$ cat src/rtl/fsq_pkg.sv
// ----------------------------------------------------------------------------
// fsq_pkg: shared types and functions of the four-square cipher
// row-order tables and symbol mapping for pair substitution over 8x8 grids
// ----------------------------------------------------------------------------
package fsq_pkg;

  localparam int unsigned SymW   = 6;
  localparam int unsigned CharW  = 7;
  localparam int unsigned RowW   = 3;
  localparam int unsigned NumRow = 8;
  localparam int unsigned KeyW   = RowW * NumRow;
  localparam int unsigned IdxW   = 2;

  localparam logic [KeyW-1:0] FirstKeyReset  = 24'd19117;
  localparam logic [KeyW-1:0] SecondKeyReset = 24'd31404;

  typedef enum logic [IdxW-1:0] {
    REG_DECRYPT_MODE = 2'd0,
    REG_FIRST_KEY    = 2'd1,
    REG_SECOND_KEY   = 2'd2
  } reg_idx_t;

  typedef logic [KeyW-1:0] row_tab_t;

  typedef struct packed {
    logic     decrypt;
    row_tab_t ord1;
    row_tab_t inv1;
    row_tab_t ord2;
    row_tab_t inv2;
  } key_state_t;

  typedef struct packed {
    logic [CharW-1:0] out_char;
    logic             pair_last;
  } result_t;

  function automatic logic [RowW-1:0] tab_get(row_tab_t tab, logic [RowW-1:0] k);
    tab_get = tab[k*RowW +: RowW];
  endfunction

  // sequential swaps of entries i and i + shift i (modulo 8)
  function automatic row_tab_t make_order(logic [KeyW-1:0] shifts);
    logic [RowW-1:0] ord [NumRow];
    logic [RowW-1:0] j;
    logic [RowW-1:0] t;
    row_tab_t        res;
    for (int i = 0; i < NumRow; i++) begin
      ord[i] = RowW'(i);
    end
    for (int i = 0; i < NumRow; i++) begin
      j      = RowW'(i) + shifts[i*RowW +: RowW];
      t      = ord[i];
      ord[i] = ord[j];
      ord[j] = t;
    end
    for (int i = 0; i < NumRow; i++) begin
      res[i*RowW +: RowW] = ord[i];
    end
    make_order = res;
  endfunction

  function automatic row_tab_t invert_order(row_tab_t ord);
    row_tab_t res;
    res = '0;
    for (int i = 0; i < NumRow; i++) begin
      res[ord[i*RowW +: RowW]*RowW +: RowW] = RowW'(i);
    end
    invert_order = res;
  endfunction

  // uppercase a-z, then fold to a 6-bit symbol; decrypt offsets by 32
  function automatic logic [SymW-1:0] to_symbol(logic [CharW-1:0] code, logic decrypt);
    logic [CharW-1:0] c;
    c = code;
    if (code >= 7'd97 && code <= 7'd122) begin
      c = code - 7'd32;
    end
    to_symbol = {c[SymW-1] ^ decrypt, c[SymW-2:0]};
  endfunction

  function automatic logic [CharW-1:0] to_char(logic [SymW-1:0] sym);
    to_char = {1'b0, sym} + 7'd32;
  endfunction

endpackage

$ cat src/rtl/fsq_if.sv
// ----------------------------------------------------------------------------
// fsq channel interfaces
// valid/ready channels for input characters, results and register writes
// ----------------------------------------------------------------------------
interface fsq_in_if;
  logic                        valid;
  logic                        ready;
  logic [fsq_pkg::CharW-1:0]   char_code;
  logic                        msg_end;

  modport source (output valid, output char_code, output msg_end, input ready);
  modport sink   (input valid, input char_code, input msg_end, output ready);
endinterface

interface fsq_out_if;
  logic                        valid;
  logic                        ready;
  logic [fsq_pkg::CharW-1:0]   out_char;
  logic                        pair_last;

  modport source (output valid, output out_char, output pair_last, input ready);
  modport sink   (input valid, input out_char, input pair_last, output ready);
endinterface

interface fsq_cfg_if;
  logic                        valid;
  logic                        ready;
  logic [fsq_pkg::IdxW-1:0]    index;
  logic [fsq_pkg::KeyW-1:0]    data;

  modport source (output valid, output index, output data, input ready);
  modport sink   (input valid, input index, input data, output ready);
endinterface

$ cat src/rtl/foursquare_cipher_8x8.sv
// ----------------------------------------------------------------------------
// foursquare_cipher_8x8: four-square substitution over 8x8 symbol grids
//
// in_ch takes one 7-bit character per request, msg_end marking the last
// character of a message. The first symbol of a pair is held; the second
// one pushes two results into a four-entry output queue in the same cycle.
// out_ch delivers one character per request, pair_last high on the second.
// The results of a pair are written into the queue on the request that
// completes the pair. Throughput: one input request per cycle while in_ch is
// ready; a message end on an unpaired symbol in encrypt mode yields two results at
// once, so the queue may hold in_ch back.
// cfg writes decrypt_mode (0), first_key_shifts (1), second_key_shifts (2);
// it is always ready and key tables are rebuilt in the write cycle.
// in_ch.ready is low while fewer than two queue entries are free, so a
// stalled receiver backs up into in_ch without loss.
// Reset clears the held symbol, the queue and restores the default keys.
// ----------------------------------------------------------------------------
module foursquare_cipher_8x8 (
  input  logic       clk,
  input  logic       rst,
  fsq_in_if.sink     in_ch,
  fsq_out_if.source  out_ch,
  fsq_cfg_if.sink    cfg
);

  fsq_pkg::key_state_t keys;

  logic [fsq_pkg::SymW-1:0] held_symbol;
  logic                     holding_first;
  logic [fsq_pkg::SymW-1:0] sym;
  logic [fsq_pkg::SymW-1:0] sym_a;
  logic [fsq_pkg::SymW-1:0] sym_b;
  logic [fsq_pkg::RowW-1:0] row1;
  logic [fsq_pkg::RowW-1:0] row2;
  logic                     accept;
  logic                     emit;
  logic                     push;
  logic                     pop;

  fsq_pkg::result_t queue [4];
  logic [1:0]       wr_ptr;
  logic [1:0]       rd_ptr;
  logic [2:0]       count;
  logic [2:0]       count_next;

  fsq_key_regs u_keys (
    .clk  (clk),
    .rst  (rst),
    .cfg  (cfg),
    .keys (keys)
  );

  assign in_ch.ready = (count <= 3'd2);
  assign accept      = in_ch.valid & in_ch.ready;
  assign sym         = fsq_pkg::to_symbol(in_ch.char_code, keys.decrypt);
  assign emit        = holding_first | (in_ch.msg_end & ~keys.decrypt);
  assign push        = accept & emit;
  assign pop         = out_ch.valid & out_ch.ready;

  // pair operands; an unpaired final symbol is padded with zero
  assign sym_a = holding_first ? held_symbol : sym;
  assign sym_b = holding_first ? sym : '0;

  always_comb begin
    if (keys.decrypt) begin
      row1 = fsq_pkg::tab_get(keys.ord1, sym_a[5:3]);
      row2 = fsq_pkg::tab_get(keys.ord2, sym_b[5:3]);
    end else begin
      row1 = fsq_pkg::tab_get(keys.inv1, sym_a[5:3]);
      row2 = fsq_pkg::tab_get(keys.inv2, sym_b[5:3]);
    end
  end

  always_ff @(posedge clk) begin
    if (rst) begin
      holding_first <= 1'b0;
      held_symbol   <= '0;
    end else if (accept) begin
      holding_first <= ~holding_first & ~in_ch.msg_end;
      held_symbol   <= sym;
    end
  end

  // output queue
  assign count_next = count + (push ? 3'd2 : 3'd0) - (pop ? 3'd1 : 3'd0);

  always_ff @(posedge clk) begin
    if (rst) begin
      wr_ptr <= '0;
      rd_ptr <= '0;
      count  <= '0;
    end else begin
      if (push) begin
        wr_ptr <= wr_ptr + 2'd2;
      end
      if (pop) begin
        rd_ptr <= rd_ptr + 2'd1;
      end
      count <= count_next;
    end
  end

  always_ff @(posedge clk) begin
    if (push) begin
      queue[wr_ptr]        <= '{out_char: fsq_pkg::to_char({row1, sym_b[2:0]}),
                                pair_last: 1'b0};
      queue[wr_ptr + 2'd1] <= '{out_char: fsq_pkg::to_char({row2, sym_a[2:0]}),
                                pair_last: 1'b1};
    end
  end

  assign out_ch.valid     = (count != 3'd0);
  assign out_ch.out_char  = queue[rd_ptr].out_char;
  assign out_ch.pair_last = queue[rd_ptr].pair_last;

endmodule

$ cat src/rtl/fsq_key_regs.sv
// ----------------------------------------------------------------------------
// fsq_key_regs: configuration registers and keyed row tables
// builds row order and inverse of a keyed grid when its key is written
// ----------------------------------------------------------------------------
module fsq_key_regs (
  input  logic                clk,
  input  logic                rst,
  fsq_cfg_if.sink             cfg,
  output fsq_pkg::key_state_t keys
);

  fsq_pkg::row_tab_t new_ord;

  assign cfg.ready = 1'b1;
  assign new_ord   = fsq_pkg::make_order(cfg.data);

  always_ff @(posedge clk) begin
    if (rst) begin
      keys.decrypt <= 1'b0;
      keys.ord1    <= fsq_pkg::make_order(fsq_pkg::FirstKeyReset);
      keys.inv1    <= fsq_pkg::invert_order(fsq_pkg::make_order(fsq_pkg::FirstKeyReset));
      keys.ord2    <= fsq_pkg::make_order(fsq_pkg::SecondKeyReset);
      keys.inv2    <= fsq_pkg::invert_order(fsq_pkg::make_order(fsq_pkg::SecondKeyReset));
    end else if (cfg.valid) begin
      case (cfg.index)
        fsq_pkg::REG_DECRYPT_MODE: begin
          keys.decrypt <= cfg.data[0];
        end
        fsq_pkg::REG_FIRST_KEY: begin
          keys.ord1 <= new_ord;
          keys.inv1 <= fsq_pkg::invert_order(new_ord);
        end
        fsq_pkg::REG_SECOND_KEY: begin
          keys.ord2 <= new_ord;
          keys.inv2 <= fsq_pkg::invert_order(new_ord);
        end
        default: begin
        end
      endcase
    end
  end

endmodule

$ cat src/flat_wrapper.sv
// flat-port wrapper written by rule: the top's interface ports become plain ports
module foursquare_cipher_8x8_flat 
  (clk, rst, in_ch_valid, in_ch_char_code, in_ch_msg_end, in_ch_ready, out_ch_valid, out_ch_out_char, out_ch_pair_last, out_ch_ready, cfg_valid, cfg_index, cfg_data, cfg_ready);
  fsq_in_if in_ch_i ();
  fsq_out_if out_ch_i ();
  fsq_cfg_if cfg_i ();
  input  logic clk;
  input  logic rst;
  input wire logic [$bits(in_ch_i.valid)-1:0] in_ch_valid;
  input wire logic [$bits(in_ch_i.char_code)-1:0] in_ch_char_code;
  input wire logic [$bits(in_ch_i.msg_end)-1:0] in_ch_msg_end;
  output wire logic [$bits(in_ch_i.ready)-1:0] in_ch_ready;
  output wire logic [$bits(out_ch_i.valid)-1:0] out_ch_valid;
  output wire logic [$bits(out_ch_i.out_char)-1:0] out_ch_out_char;
  output wire logic [$bits(out_ch_i.pair_last)-1:0] out_ch_pair_last;
  input wire logic [$bits(out_ch_i.ready)-1:0] out_ch_ready;
  input wire logic [$bits(cfg_i.valid)-1:0] cfg_valid;
  input wire logic [$bits(cfg_i.index)-1:0] cfg_index;
  input wire logic [$bits(cfg_i.data)-1:0] cfg_data;
  output wire logic [$bits(cfg_i.ready)-1:0] cfg_ready;
  assign in_ch_i.valid = in_ch_valid;
  assign in_ch_i.char_code = in_ch_char_code;
  assign in_ch_i.msg_end = in_ch_msg_end;
  assign in_ch_ready = in_ch_i.ready;
  assign out_ch_valid = out_ch_i.valid;
  assign out_ch_out_char = out_ch_i.out_char;
  assign out_ch_pair_last = out_ch_i.pair_last;
  assign out_ch_i.ready = out_ch_ready;
  assign cfg_i.valid = cfg_valid;
  assign cfg_i.index = cfg_index;
  assign cfg_i.data = cfg_data;
  assign cfg_ready = cfg_i.ready;
  foursquare_cipher_8x8 u_core (.clk(clk), .rst(rst), .in_ch(in_ch_i), .out_ch(out_ch_i), .cfg(cfg_i));
endmodule
$ cat config.mk
export PLATFORM = sky130hd
export DESIGN_NAME = foursquare_cipher_8x8_flat
export DESIGN_NICKNAME = d
export VERILOG_FILES = /design/src/rtl/fsq_pkg.sv /design/src/rtl/fsq_if.sv /design/src/rtl/foursquare_cipher_8x8.sv /design/src/rtl/fsq_key_regs.sv /design/src/flat_wrapper.sv
export SDC_FILE = /design/constraint.sdc
export NUM_CORES = 1
export LEC_CHECK = 0
export BUFFER_PORTS_ARGS = -buffer_cell sky130_fd_sc_hd__clkbuf_2
export CAP_MARGIN = 10
export CORE_ASPECT_RATIO = 2
export CORE_MARGIN = 1
export CORE_UTILIZATION = 25
export DETAILED_ROUTE_END_ITERATION = 6
export PLACE_DENSITY_LB_ADDON = 0.2
export SLEW_MARGIN = 30
export SYNTH_ARGS = -nofsm -noshare
export SYNTH_HDL_FRONTEND = slang
export SYNTH_SLANG_ARGS = --single-unit
$ cat constraint.sdc
create_clock -name clk -period 11.1 [get_ports clk]
set_clock_uncertainty 0.1 [all_clocks]
set_input_delay 1.11 -clock clk [delete_from_list [all_inputs] [get_ports clk]]
set_output_delay 1.11 -clock clk [all_outputs]
set_load 0.05 [all_outputs]
Word-level counts from Yosys, hierarchy flattened
Memories as Yosys holds them, arrays and structs flattened. A register that Yosys moved wholly into a read port is not among the register bits.
Index checks and enable logic that the tools add are counted.
{"block": "op_classes", "eq_ne": 2, "addsub": 23, "bitwise_logic": 21, "order_cmp": 19, "reduce_logical": 14, "n_mux": 64, "shifts": 20, "n_mul": 10}
{"op": "24-bit bitwise mux", "count": 14}
{"op": "5-bit negation with 34-bit output", "count": 8}
{"op": "3-bit by 34-bit variable shift with 24-bit output (first input constant)", "count": 8}
{"op": "3-bit by 34-bit indexed part select with 24-bit output (first input constant)", "count": 8}
{"op": "24-bit by 6-bit indexed part select with 3-bit output", "count": 4}
{"op": "3-bit two-way mux", "count": 26}
{"op": "3-bit demux with 3-bit select", "count": 8}
{"op": "3-bit binary-select mux with 3-bit select", "count": 7}
{"op": "3-bit by 2-bit multiplier with 5-bit output (second input constant)", "count": 10}
{"op": "24-bit bitwise AND", "count": 2}
{"op": "4-bit >= comparator (second input constant)", "count": 8}
{"op": "4-bit by 1-bit < comparator with 1-bit output (second input constant)", "count": 8}
{"op": "3-bit NOT with 4-bit output", "count": 8}
{"op": "24-bit NOT", "count": 1}
{"op": "6-bit two-way mux", "count": 3}
{"op": "6-bit by 6-bit adder with 7-bit output (second input constant)", "count": 2}
{"op": "3-bit adder (first input constant)", "count": 4}
{"op": "1-bit logical AND", "count": 9}
{"op": "7-bit >= comparator (second input constant)", "count": 1}
{"op": "7-bit <= comparator (second input constant)", "count": 1}
{"op": "2-bit by 3-bit adder with 3-bit output (first input constant)", "count": 2}
{"op": "2-bit two-way mux", "count": 3}
{"op": "2-bit AND reduction", "count": 3}
{"op": "6-bit subtractor (second input constant)", "count": 1}
{"op": "other kinds (15)", "count": 24}
{"block": "word_totals", "n_memories": 2, "reg_bits": 111, "mem_bits_rw": 32, "word_cells": 185, "mem_bits_ro": 24}
{"name": "u_core.queue", "words": 4, "width": 8, "read_ports": 1, "rd_ports_with_merged_regs": 1, "wr": 2, "line_no": "foursquare_cipher_8x8.sv:40", "rtl": "fsq_pkg::result_t queue [4];"}
{"name": "(name not given)", "words": 8, "width": 3, "read_ports": 1, "rd_ports_with_merged_regs": 0, "wr": 0, "line_no": "fsq_pkg.sv:54", "rtl": "ord[i] = ord[j];"}

Logic depth before layout (Yosys ltp)
{"block": "logic_depth", "depth_word": 46, "depth_mapped": 22, "mapped_depth_nobuf": 19}

Cells and area by module
Synthesis repeated with hierarchy kept, for this count alone.
{"block": "unflattened", "hier_cells": 1543, "hier_area_um2": 12276.8}
{"mod": "fsq_key_regs", "cells_per_inst": 1344, "n_inst": 1, "seq_area_each_um2": 1941.9, "area_each_um2": 9630.5}
{"mod": "foursquare_cipher_8x8", "cells_per_inst": 199, "n_inst": 1, "seq_area_each_um2": 1141.1, "area_each_um2": 2646.3}

Least setup slack after synthesis
OpenSTA, ideal clock, no wires.
{"block": "synth_timing", "path_kind": "input -> register", "startpoint": "input port cfg_data[3]", "endpoint": "register u_core.u_keys.keys[23] (netlist name)", "t_arrival_ns": 5.304, "path_stages": 19, "setup_slack_ns": 5.564, "setup_ns": 0.132, "path_buffers": 3, "cell_sequence": "ha_1 > clkbuf_1 > buf_2 > nand2_2 > o21ai_0 > o21ai_0 > a221o_1 > nor4_2 > a21oi_1 > a211oi_2 > a21oi_1 > o311a_1 > nor2_1 > ha_1 > buf_1 > xnor2_1 > a221o_1 > nor2_1 > o21ai_1"}
{"block": "synth_via", "elab_chain_len": 35, "word_cells_on_any_way": 75, "cone_classes": "add/sub: 9; mul: 8; order compare: 2; shift: 16; mux: 37; bitwise: 2; reduce/logical: 1"}
{"element": "from (decl)", "line_no": "flat_wrapper.sv:19", "rtl": "input wire logic [$bits(cfg_i.data)-1:0] cfg_data;"}
{"element": "1-bit by 3-bit adder with 3-bit output (*)", "line_no": "fsq_pkg.sv:52", "rtl": "j = RowW'(i) + shifts[i*RowW +: RowW];"}
{"element": "3-bit NOT with 4-bit output (implied by the code) (*)", "line_no": "fsq_pkg.sv:54, fsq_pkg.sv:55"}
{"element": "4-bit >= comparator (implied by the code) or 4-bit by 1-bit < comparator with 1-bit output (tied branches)", "line_no": "fsq_pkg.sv:55", "rtl": "ord[j] = t;"}
{"element": "1-bit logical AND (implied by the code)", "line_no": "fsq_pkg.sv:55"}
{"element": "3-bit two-way mux (implied by the code)", "line_no": "fsq_pkg.sv:55"}
{"element": "3-bit demux with 3-bit select", "line_no": "fsq_pkg.sv:55"}
{"element": "24-bit bitwise mux (*)", "line_no": "fsq_pkg.sv:55"}
{"element": "3-bit binary-select mux with 3-bit select", "line_no": "fsq_pkg.sv:54"}
{"element": "[... 18 more ...]"}
{"element": "24-bit bitwise mux (*)", "line_no": "fsq_pkg.sv:55"}
{"element": "3-bit binary-select mux with 3-bit select", "line_no": "fsq_pkg.sv:54"}
{"element": "3-bit two-way mux (implied by the code) (2 in a row)", "line_no": "fsq_pkg.sv:54"}
{"element": "24-bit bitwise mux (*)", "line_no": "fsq_pkg.sv:55"}
{"element": "3-bit by 2-bit multiplier with 5-bit output", "line_no": "fsq_pkg.sv:67", "rtl": "res[ord[i*RowW +: RowW]*RowW +: RowW] = RowW'(i);"}
{"element": "5-bit negation with 34-bit output", "line_no": "fsq_pkg.sv:67"}
{"element": "3-bit by 34-bit indexed part select with 24-bit output or 3-bit by 34-bit variable shift with 24-bit output (tied branches)", "line_no": "fsq_pkg.sv:67"}
{"element": "24-bit bitwise mux (*)", "line_no": "fsq_pkg.sv:67"}
Mark *: on every way between the ends. The rest lies on a longest branch, timed or not. The select of a mux whose other input is x is not followed.
A chain may end at the register's enable or synchronous reset.

Final worst setup path
{"block": "layout_timing", "startpoint": "input port cfg_data[3]", "endpoint": "register u_core.u_keys.keys[53] (netlist name)"}
{"block": "layout_via", "elab_chain_len": 35, "word_cells_on_any_way": 75, "cone_classes": "add/sub: 9; mul: 8; order compare: 2; shift: 16; mux: 37; bitwise: 2; reduce/logical: 1"}
{"element": "1-bit by 3-bit adder with 3-bit output (*)", "line_no": "fsq_pkg.sv:52"}
{"element": "3-bit NOT with 4-bit output (implied by the code) (*)", "line_no": "fsq_pkg.sv:54, fsq_pkg.sv:55"}
{"element": "4-bit >= comparator (implied by the code) or 4-bit by 1-bit < comparator with 1-bit output (tied branches)", "line_no": "fsq_pkg.sv:55"}
{"element": "1-bit logical AND (implied by the code)", "line_no": "fsq_pkg.sv:55"}
{"element": "3-bit two-way mux (implied by the code)", "line_no": "fsq_pkg.sv:55"}
{"element": "3-bit demux with 3-bit select", "line_no": "fsq_pkg.sv:55"}
{"element": "24-bit bitwise mux (*)", "line_no": "fsq_pkg.sv:55"}
{"element": "3-bit binary-select mux with 3-bit select", "line_no": "fsq_pkg.sv:54"}
{"element": "[... 18 more ...]"}
{"element": "24-bit bitwise mux (*)", "line_no": "fsq_pkg.sv:55"}
{"element": "3-bit binary-select mux with 3-bit select", "line_no": "fsq_pkg.sv:54"}
{"element": "3-bit two-way mux (implied by the code) (2 in a row)", "line_no": "fsq_pkg.sv:54"}
{"element": "24-bit bitwise mux (*)", "line_no": "fsq_pkg.sv:55"}
{"element": "3-bit by 2-bit multiplier with 5-bit output", "line_no": "fsq_pkg.sv:67"}
{"element": "5-bit negation with 34-bit output", "line_no": "fsq_pkg.sv:67"}
{"element": "3-bit by 34-bit indexed part select with 24-bit output or 3-bit by 34-bit variable shift with 24-bit output (tied branches)", "line_no": "fsq_pkg.sv:67"}
{"element": "24-bit bitwise mux (*)", "line_no": "fsq_pkg.sv:67"}
Marked as above.

==> results.json <==
{
  "cp-end-kind": "register",
  "r2r_start": "u_core.holding_first",
  "total_leakage_power_nw": 4.947,
  "place_inst": 2137,
  "outcome": "complete, no violations",
  "cts.repair.resized": 0,
  "synth.cell_area_sq_mm": 0.01190,
  "finalHoldViolCount": 0,
  "worst_skew_pair.late_latency_ns": 0.43,
  "critPathKind": "in -> reg",
  "grt_util_met2": 0.4956,
  "cpPeakStageDelay_ns": 0.92,
  "ys_seq_area_frac": 0.2591,
  "num_rows": 112,
  "hold-path-endpoint": "u_core.held_symbol[1]",
  "clock-root-buffer": "clkbuf_16",
  "wl_per_cell_microns": 29.45,
  "critPathLaunchType": "primary input",
  "r2r_end": "u_core.queue[1][4]",
  "path_cells": "clkbuf_2 -> ha_1 -> nand2b_1 -> or3_1 -> a2111oi_0 -> o31ai_1 -> a2111oi_1 -> or3_1 -> o211ai_1 -> a32oi_1 -> o211a_1 -> o32a_1 -> ha_1 -> xor2_2 -> a221oi_1 -> a21o_1 -> nand2_1",
  "portBuffers": 48,
  "timing.hold.ws_ns": 0.3543,
  "fin_nets": 1605,
  "rsz0062_at_grt": "false",
  "power_frac_comb": 0.487,
  "critical-path-slowest-cell": "a2111oi_1",
  "syn_nets": 1604,
  "fin_cells": 2173,
  "cap_violations": 0,
  "cts_tree": "yes",
  "final_common_cell": "nand2_1",
  "rr_worst_depth": 4,
  "coreArea_sq_mm": 0.04680,
  "grt_max_degree": 62,
  "antenna_left": 0,
  "gp_congestion": 1.006,
  "dr.first_iter.drc_count": 837,
  "clkTransAtPathRegs_ns": 0.06,
  "vias": 12755,
  "syn_avg_cell_area_sq_um": 7.788,
  "cts_buffer_depth": 2,
  "dpl_cell_area_sq_mm": 0.01281,
  "finalCritPeriodShare": 0.6661,
  "met3_usage": 0.05411,
  "hp-start": "u_core.held_symbol[1]",
  "regArea_sq_mm": 0.003083,
  "power_mw": 2.303,
  "die-height_microns": 310.5,
  "grt_pass1_vias": 13082,
  "syn_to_final_growth_pct": 12.74,
  "slew-limit-headroom": 0.2980,
  "final_util": 0.2867,
  "first_pass_iters": 5,
  "yosys.cell_types.count": 91,
  "multi_input_area_sq_mm": 0.008282,
  "start_util": 0.2543,
  "grtUsageMet1": 0.2058,
  "worstMarginPinSlew_ns": 1.026,
  "synth-edff-count": 28,
  "drc": 0,
  "ctsHoldBuffers": 0,
  "hpwlAfterDp_microns": 51190,
  "powerDensity_mw_per_mm2": 171.7,
  "internal_power_mw": 1.247,
  "layout_common_cells": "177 x nand2_1, 131 x nor2_1, 112 x dfxtp_1",
  "setup_slack_ns": 3.707,
  "dpl_worst_slack_ns": 3.488,
  "clockPowerShare": 0.245,
  "grt_pass1_wl_microns": 91980,
  "postCtsSetupBuffers": 0,
  "num_io_pins": 50,
  "crit_fanout": 26,
  "ir_worst_vdd_uv": 121.5,
  "min-delay-path-class": "reg -> reg",
  "finalCriticalPeriod_ns": 7.393,
  "r2r_setup_slack_ns": 8.17,
  "post-route-cell-area_sq_mm": 0.01342,
  "synthArstFlopShare": 0,
  "power.switching_mw": 1.056,
  "whs_path_depth": 2,
  "synth-seq-cells": 140,
  "p_sw_frac": 0.4585,
  "antenna_found_initial": 4,
  "synthCells": 1528,
  "required_ns": 11.29,
  "overflow": 0,
  "cts_inserted_buffers": 17,
  "grt_busiest_layer": "met2",
  "fmax_mhz": 135.3,
  "drv_slew": 0,
  "die-area_sq_mm": 0.04853,
  "synthFlopType": "dfxtp_1",
  "grt_use_total": 0.2689,
  "cp_num_buf_inv": 1,
  "final.fill_count": 5228,
  "cts.htree.levels": 4,
  "fp.dieW_microns": 156.3,
  "crit_arrival_ns": 7.58,
  "via_per_inst": 5.870,
  "seqPwrFrac": 0.268,
  "cts_sinks": 140,
  "setup_viol": 0,
  "yosysWarnings": 0,
  "fin_setup_tns_ns": 0,
  "cp_top_family": "compound AO/OA/AOI/OAI gates",
  "totalWireLength_microns": 63990,
  "layout-drive-gt1-share": 0.1252
}
[state kept, by name, indices dropped and copies added, names as in the netlist, named ones only]
register	count
u_core.count	3
u_core.queue	28
u_core.holding_first	1
u_core.u_keys.keys	97
out_ch_pair_last	1
u_core.wr_ptr	1
u_core.held_symbol	6
u_core.rd_ptr	2
[worst max-delay path by stage]
stage / startpoint / to / cells past startpoint
floorplan: cfg_data[3] / u_core.u_keys.keys[23] / 19
global placement: cfg_data[3] / u_core.u_keys.keys[53] / 17
detailed placement: cfg_data[3] / u_core.u_keys.keys[5] / 17
CTS: cfg_data[3] / u_core.u_keys.keys[53] / 17
global route: cfg_data[3] / u_core.u_keys.keys[53] / 17
finish: cfg_data[3] / u_core.u_keys.keys[53] / 17
[routing by layer]
| metal | vias to the layer above | wire length (microns) |
|---|---|---|
| met1 | 6053 | 17980 |
| li1 | 5803 | - |
| met2 | 555 | 33900 |
| met5 | - | 11 |
| met4 | 2 | 9414 |
| met3 | 342 | 2688 |
[area by class of cell]
type | count | area share
Multi-Input combinational cell | 1239 | 0.6173
Sequential cell | 140 | 0.2298
Tap cell | 627 | 0.05847
Timing Repair Buffer | 84 | 0.03786
Clock buffer | 19 | 0.03301
Inverter | 47 | 0.01315
Clock inverter | 13 | 0.009699
Antenna cell | 4 | 0.0007461
[power groups by stage]
stage / logic, mW / registers (mW) / clock network, mW
6_report: 1.12 / 0.616 / 0.565
5_1_grt: 1.20 / 0.623 / 0.596
4_1_cts: 1.10 / 0.618 / 0.573
3_5_place_dp: 1.10 / 0.629 / 0
3_3_place_gp: 1.09 / 0.626 / 0
2_1_floorplan: 0.724 / 0.609 / 0
[cells by family (layout without fill, tap and decap cells)]
| group | Yosys count | in the layout | synth area share |
|---|---|---|---|
| AOI/OAI and AO/OA | 505 | 505 | 0.2891 |
| adders and majority gates | 37 | 37 | 0.03890 |
| DFF | 140 | 140 | 0.2591 |
| muxes | 59 | 59 | 0.08622 |
| and+or+nand+nor | 598 | 598 | 0.2460 |
| xor gates and xnor gates | 39 | 39 | 0.03112 |
| buffers and inverters | 149 | 163 | 0.04921 |
| other | 1 | 5 | 0.0003151 |
[cells in the mapped netlist (7+ instances only)]
| library cell | number | area (sq um) |
|---|---|---|
| a211o_1 | 9 | 78.83 |
| a211oi_1 | 26 | 195.2 |
| a21boi_0 | 8 | 60.06 |
| a21o_1 | 9 | 67.56 |
| a21oi_1 | 107 | 535.5 |
| a22oi_1 | 12 | 90.09 |
| a31oi_1 | 37 | 231.5 |
| a32oi_1 | 12 | 105.1 |
| and2_1 | 20 | 125.1 |
| and3_1 | 17 | 106.4 |
| buf_1 | 12 | 45.04 |
| buf_2 | 9 | 45.04 |
| clkbuf_1 | 77 | 289.0 |
| dfxtp_1 | 112 | 2242 |
| edfxtp_1 | 28 | 840.8 |
| ha_1 | 37 | 462.9 |
| inv_1 | 45 | 168.9 |
| mux2_2 | 8 | 90.09 |
| mux2i_1 | 17 | 170.2 |
| mux4_2 | 34 | 765.7 |
| nand2_1 | 177 | 664.4 |
| nand2b_1 | 13 | 81.33 |
| nand3_1 | 63 | 315.3 |
| nand3b_1 | 12 | 90.09 |
| nand4_1 | 13 | 81.33 |
| nor2_1 | 131 | 491.7 |
| nor2b_1 | 22 | 137.6 |
| nor3_1 | 58 | 290.3 |
| nor3b_1 | 14 | 105.1 |
| nor4_1 | 12 | 75.07 |
| o211a_1 | 7 | 70.07 |
| o211ai_1 | 50 | 375.4 |
| o21a_1 | 8 | 60.06 |
| o21ai_0 | 91 | 455.4 |
| o21ai_1 | 9 | 45.04 |
| o22ai_1 | 11 | 68.82 |
| o31ai_1 | 11 | 82.58 |
| or3_1 | 11 | 68.82 |
| xnor2_1 | 22 | 192.7 |
| xor2_1 | 14 | 122.6 |
[worst min-delay path, stage by stage, from the launching register on]
cell     delay (ns)
dfxtp_1        0.31
nand2_1        0.05
a21oi_1        0.05
No activity file was read; power rests on OpenSTA's default activity.
